[config.mk]
export PLATFORM = sky130hd
export DESIGN_NAME = tdb_sqrt_cell
export DESIGN_NICKNAME = d
export VERILOG_FILES = /design/src/assert_macros.svh /design/src/tdb_pkg.sv /design/src/tdb_sqrt_cell.sv
export SDC_FILE = /design/constraint.sdc
export NUM_CORES = 1
export LEC_CHECK = 0
export BUFFER_PORTS_ARGS = -buffer_cell sky130_fd_sc_hd__buf_2
export CAP_MARGIN = 10
export CELL_PAD_IN_SITES_DETAIL_PLACEMENT = 0
export CELL_PAD_IN_SITES_GLOBAL_PLACEMENT = 1
export CORE_ASPECT_RATIO = 1.75
export CORE_MARGIN = 4
export CORE_UTILIZATION = 38
export DETAILED_ROUTE_END_ITERATION = 10
export PLACE_DENSITY = 0.88
export SKIP_CTS_REPAIR_TIMING = 1
export SYNTH_ARGS = -nofsm -noshare
export SYNTH_HDL_FRONTEND = slang
export SYNTH_SLANG_ARGS = --single-unit
export TNS_END_PERCENT = 5
[constraint.sdc]
create_clock -name clk_i -period 3.85 [get_ports clk_i]
set_input_delay 0.385 -clock clk_i [delete_from_list [all_inputs] [get_ports clk_i]]
set_output_delay 0.385 -clock clk_i [all_outputs]
set_load 0.02 [all_outputs]
[src/assert_macros.svh]
// -----------------------------------------------------------------------------
// Assertion macros
// Concurrent checks on clk_i, with and without the reset guard.
// -----------------------------------------------------------------------------
`ifndef ASSERT_MACROS_SVH
`define ASSERT_MACROS_SVH

`ifndef SYNTH
`define TDB_ASSERT(lbl, prop, msg) \
  lbl: assert property (@(posedge clk_i) disable iff (!rst_ni) prop) else $error(msg);
`define TDB_ASSERT_ALWAYS(lbl, prop, msg) \
  lbl: assert property (@(posedge clk_i) prop) else $error(msg);
`else
`define TDB_ASSERT(lbl, prop, msg)
`define TDB_ASSERT_ALWAYS(lbl, prop, msg)
`endif

`endif

[src/tdb_pkg.sv]
// -----------------------------------------------------------------------------
// Target distance and bearing package
// Widths, constants, pipeline types and the arctangent table.
// -----------------------------------------------------------------------------
package tdb_pkg;

  localparam int COORD_BITS   = 24;
  localparam int FACE_W       = 16;
  localparam int DIFF_W       = COORD_BITS + 1;
  localparam int ROOT_W       = DIFF_W + 1;
  localparam int SUM_W        = 2 * ROOT_W;
  localparam int REM_W        = ROOT_W + 3;
  localparam int SQ_W         = 2 * DIFF_W;
  localparam int PROD_W       = DIFF_W + FACE_W;
  localparam int DOT_W        = PROD_W + 1;
  localparam int MAG_W        = PROD_W;
  localparam int NORM_TOP     = 30;
  localparam int NW           = (MAG_W > NORM_TOP + 1) ? MAG_W : NORM_TOP + 1;
  localparam int NORM_HALF    = 5;
  localparam int NORM_STAGES  = 2 * NORM_HALF;
  localparam int NORM_MAX_SH  = 1 << (NORM_HALF - 1);
  localparam int CW           = 34;
  localparam int ZW           = 25;
  localparam int CORDIC_STEPS = 23;
  localparam int STEP_W       = 5;
  localparam int DIST_W       = 25;
  localparam int BRG_W        = 17;
  localparam int TOL_W        = 8;
  localparam int PADDR_W      = 3;
  localparam int PDATA_W      = 32;
  localparam int DIST_LIM_LOG = 25;

  localparam logic [DIST_W-1:0]   DIST_MAX  = '1;
  localparam logic [BRG_W-1:0]    BRG_90    = BRG_W'(23040);
  localparam logic [BRG_W-1:0]    BRG_180   = BRG_W'(46080);
  localparam logic signed [ZW-1:0] Z_90     = ZW'(90 * 65536);
  localparam logic signed [ZW-1:0] Z_180    = ZW'(180 * 65536);
  localparam logic signed [ZW-1:0] Z_HALF   = ZW'(128);

  localparam logic [0:0] REG_NEAR_TOL = 1'b0;

  localparam int LB  = 1 + NORM_STAGES + CORDIC_STEPS + 1;
  localparam int LS  = ROOT_W + 1;
  localparam int LAT = (LB > LS) ? LB : LS;

  typedef struct packed {
    logic              fixed;
    logic              neg;
    logic              dneg;
    logic [BRG_W-1:0]  fval;
  } brg_ctl_t;

  typedef struct packed {
    brg_ctl_t          ctl;
    logic [NW-1:0]     x;
    logic [NW-1:0]     y;
  } norm_t;

  typedef struct packed {
    brg_ctl_t               ctl;
    logic signed [CW-1:0]   x;
    logic signed [CW-1:0]   y;
    logic signed [ZW-1:0]   z;
  } cord_t;

  typedef struct packed {
    logic              sat;
    logic [REM_W-1:0]  rem;
    logic [ROOT_W-1:0] root;
    logic [SUM_W-1:0]  rad;
  } sqrt_t;

  function automatic logic signed [ZW-1:0] atan_q16(input logic [STEP_W-1:0] i);
    logic signed [ZW-1:0] a;
    case (i)
      5'd0:    a = ZW'(2949120);
      5'd1:    a = ZW'(1740967);
      5'd2:    a = ZW'(919879);
      5'd3:    a = ZW'(466945);
      5'd4:    a = ZW'(234379);
      5'd5:    a = ZW'(117304);
      5'd6:    a = ZW'(58666);
      5'd7:    a = ZW'(29335);
      5'd8:    a = ZW'(14668);
      5'd9:    a = ZW'(7334);
      5'd10:   a = ZW'(3667);
      5'd11:   a = ZW'(1833);
      5'd12:   a = ZW'(917);
      5'd13:   a = ZW'(458);
      5'd14:   a = ZW'(229);
      5'd15:   a = ZW'(115);
      5'd16:   a = ZW'(57);
      5'd17:   a = ZW'(29);
      5'd18:   a = ZW'(14);
      5'd19:   a = ZW'(7);
      5'd20:   a = ZW'(4);
      5'd21:   a = ZW'(2);
      5'd22:   a = ZW'(1);
      default: a = '0;
    endcase
    return a;
  endfunction

endpackage

[src/tdb_sqrt_cell.sv]
// -----------------------------------------------------------------------------
// Square root cell
// One restoring digit step: two radicand bits in, one root bit out.
// -----------------------------------------------------------------------------
module tdb_sqrt_cell (
  input  logic            clk_i,
  input  logic            en_i,
  input  tdb_pkg::sqrt_t  sq_i,
  output tdb_pkg::sqrt_t  sq_o
);
  import tdb_pkg::*;

  logic [REM_W-1:0] cand;
  logic [REM_W-1:0] trial;
  logic             ge;
  sqrt_t            sq_d;
  sqrt_t            sq_q;

  always_comb begin
    cand      = {sq_i.rem[REM_W-3:0], sq_i.rad[SUM_W-1 -: 2]};
    trial     = REM_W'({sq_i.root, 2'b01});
    ge        = cand >= trial;
    sq_d.sat  = sq_i.sat;
    sq_d.rem  = ge ? cand - trial : cand;
    sq_d.root = {sq_i.root[ROOT_W-2:0], ge};
    sq_d.rad  = {sq_i.rad[SUM_W-3:0], 2'b00};
  end

  always_ff @(posedge clk_i) begin
    if (en_i) begin
      sq_q <= sq_d;
    end
  end

  assign sq_o = sq_q;

endmodule

==> results.toml <==
[worst_setup_path]
critPathMaxFanout = 21
critPathRequiredTime_ns = 3.96
cp_cell_sequence = "buf_2 > inv_1 > ha_1 > nand3_1 > a221oi_4 > nor3_4 > o311ai_4 > nand4_4 > and2_4 > inv_8 > mux2_2"
cp-start-kind = "input pin"
worstSetupEndpointType = "flop"
critPathCapture = "sq_o[81]$_DFFE_PP_"
worstPathArrival_ns = 2.99
startpoint = "sq_i[57]"
cpPeakStageDelay_ns = 0.38
crit_slowest_cell = "ha_1"
critPathKind = "in -> reg"

[sta]
setup_viol = 0
finalHoldViolations = 0
fin_setup_tns_ns = 0
post-route-min-period_ns = 2.89
max_freq_ghz = 0.346
rsz0062_at_grt = "false"
fin_crit_sh_pct = 75.0
relSlewSlack_pct = 38.8
drv_slew = 0
worst-slew-pin-transition_ns = 0.917

[cells_and_area]
layout.nets = 746
largest_reg_flops = 106
diodes = 0
fin_area_um2 = 6820
fillers = 1257
synthToLayoutAreaGrowth_pct = 29.1
drive_above_1_share_pct = 42.6

[detailed_routing]
drt_iter0_drc = 157
drt_pre_antenna_iters = 4
num_vias = 3882
wl_per_cell_um = 17.0
routed_wl_mm = 13.4
ant_nets = 0
avgViaCountPerCell = 4.93
drcViolationCount = 0

[logic_synthesis]
syn_area_per_cell_um2 = 13.6
synth_ff_type = "edfxtp_1"
synth_cell_types = 53
synth-async-reset-ratio_pct = 0
synth_cells = 388
synth_edf_count = 106
seq_area_frac_synth_pct = 60.2
synth-seq-cells = 106
syn_area_um2 = 5290
yosysWarnings = 0

[clocking]
cts.clk_slew.worst_paths_ns = 0.08
cts-htree-levels = 3
numCtsBuffers = 9
clk_path_buf_depth = 2
cts-root-buf = "clkbuf_16"
clkSinkCount = 106
cts_tree = "yes"

[grt]
antenna_found_initial = 1
globalRouteOverflowTotal = 0
grt_max_degree = 62
grt_pass1_wl_mm = 21.0
grtUsageTotal_pct = 16.8
grt_pass1_vias = 4128

[placement]
dpl_cell_area_um2 = 6530
portBuffers = 213
gp_congestion = 0.818
dp_hpwl_mm = 10.8

[floorplan]
placementRows = 56
ios = 218
die_y_um = 164
core_um2 = 13500
dieArea_um2 = 15900
initial_utilization_pct = 39.1
die_w_um = 97.2

[hold_path]
min_path_type = "in -> reg"

[power]
power.leakage_uw = 0.00306
peakVddDrop_uv = 204
power.density_nw_per_um2 = 450
power.total_uw = 3070

[flow_run]
cap_violations = 0

[run_status]
outcome = "complete, no violations"
Yosys cell counts (2+ instances only):
master      n  area (um^2)
a211oi_1    3         22.5
a21boi_0    3         22.5
a21o_1     12         90.1
a21oi_1    27          135
a31oi_1     5         31.3
and2_1      4         25.0
and3_1      3         18.8
buf_12      2         40.0
buf_4       2         15.0
clkbuf_1    2         7.51
edfxtp_1  106         3180
ha_1       28          350
inv_1      34          128
mux2_2      2         22.5
mux2_4     18          270
nand2_1    14         52.6
nand3_1    10         50.1
nand4_1     5         31.3
nor2_1     14         52.6
nor2b_1     5         31.3
nor3_1      4         20.0
o211ai_1    4         30.0
o21a_1      3         22.5
o21ai_0    21          105
o21bai_1    3         22.5
o22ai_1     2         12.5
o31ai_1     3         22.5
or2_2       2         12.5
or2b_1      2         15.0
xnor2_1    17          149
xor2_1      6         52.6
logic make-up (layout without fill, tap and decap cells):
| logic type | after synthesis | in the layout | share of synthesized area (%) |
|---|---|---|---|
| flops | 106 | 106 | 60.2 |
| mux | 21 | 21 | 5.73 |
| other cells | 1 | 2 | 0.0709 |
| fa+ha+maj | 28 | 28 | 6.63 |
| xor+xnor | 23 | 23 | 3.81 |
| simple gates | 69 | 69 | 7.15 |
| buf+inv | 43 | 267 | 4.12 |
| compound gates | 97 | 97 | 12.3 |
metal layers:
layer / wire (um) / GRT usage, %
met2: 7670 / 33.4
met4: 255 / 5.81
met1: 4610 / 16.6
met5: 7 / 0
met3: 845 / 4.08
cells in the final DEF, fill, tap and decap left out, types with 6 or more instances in the layout:
| master | instances |
|---|---|
| buf_2 | 212 |
| edfxtp_1 | 106 |
| inv_1 | 34 |
| ha_1 | 28 |
| a21oi_1 | 27 |
| o21ai_0 | 21 |
| mux2_4 | 18 |
| xnor2_1 | 17 |
| nand2_1 | 14 |
| nor2_1 | 14 |
| a21o_1 | 12 |
| nand3_1 | 10 |
| clkbuf_16 | 9 |
| xor2_1 | 6 |
layout make-up:
class / instances / area (um^2) / share of cell area (%)
flip-flops and latches: 106 / 3180 / 46.6
multi-input cells: 240 / 1890 / 27.7
repair buffers: 216 / 1100 / 16.2
clock buffers: 9 / 225 / 3.30
well taps: 174 / 218 / 3.19
inverters: 35 / 139 / 2.04
clock inverters: 7 / 66.3 / 0.972
power breakdown:
group | internal [uW] | leakage, uW | switching [uW] | total [uW]
Clock | 456 | 0.000144 | 431 | 887
Sequential | 1410 | 0.00104 | 26.4 | 1440
Combinational | 304 | 0.00188 | 442 | 746
worst min path at each step:
stage                         start  slack (ns)  cells past startpoint                  end
after detailed placement    sq_i[9]        0.56                      1   sq_o[11]$_DFFE_PP_
final                       sq_i[9]        0.21                      1   sq_o[11]$_DFFE_PP_
after floorplan           sq_i[107]        0.48                      0  sq_o[107]$_DFFE_PP_
after global placement      sq_i[4]        0.56                      1    sq_o[6]$_DFFE_PP_
after CTS                   sq_i[9]        0.20                      1   sq_o[11]$_DFFE_PP_
after global routing        sq_i[9]        0.19                      1   sq_o[11]$_DFFE_PP_
critical path, delay by kind of cell:
family                   cells  cell delay, ns
AO/OA/AOI/OAI                2            0.66
adder cells (fa/ha/maj)      1            0.38
buffers and inverters        3            0.33
multiplexers                 1            0.36
AND/OR/NAND/NOR              4            0.84
metrics by stage:
stage / worst slack (ns) / std cells / hold slack, ns / utilization [%]
global placement: 0.577 / 771 / 0.561 / 48.3
finish: 0.964 / 787 / 0.207 / 50.5
CTS: 0.916 / 787 / 0.196 / 50.5
floorplan: 1.06 / 389 / 0.484 / -
global route: 0.753 / 787 / 0.191 / 50.5
detailed placement: 0.546 / 771 / 0.563 / 48.3
Note: power is estimated with default switching activity, not from simulation.
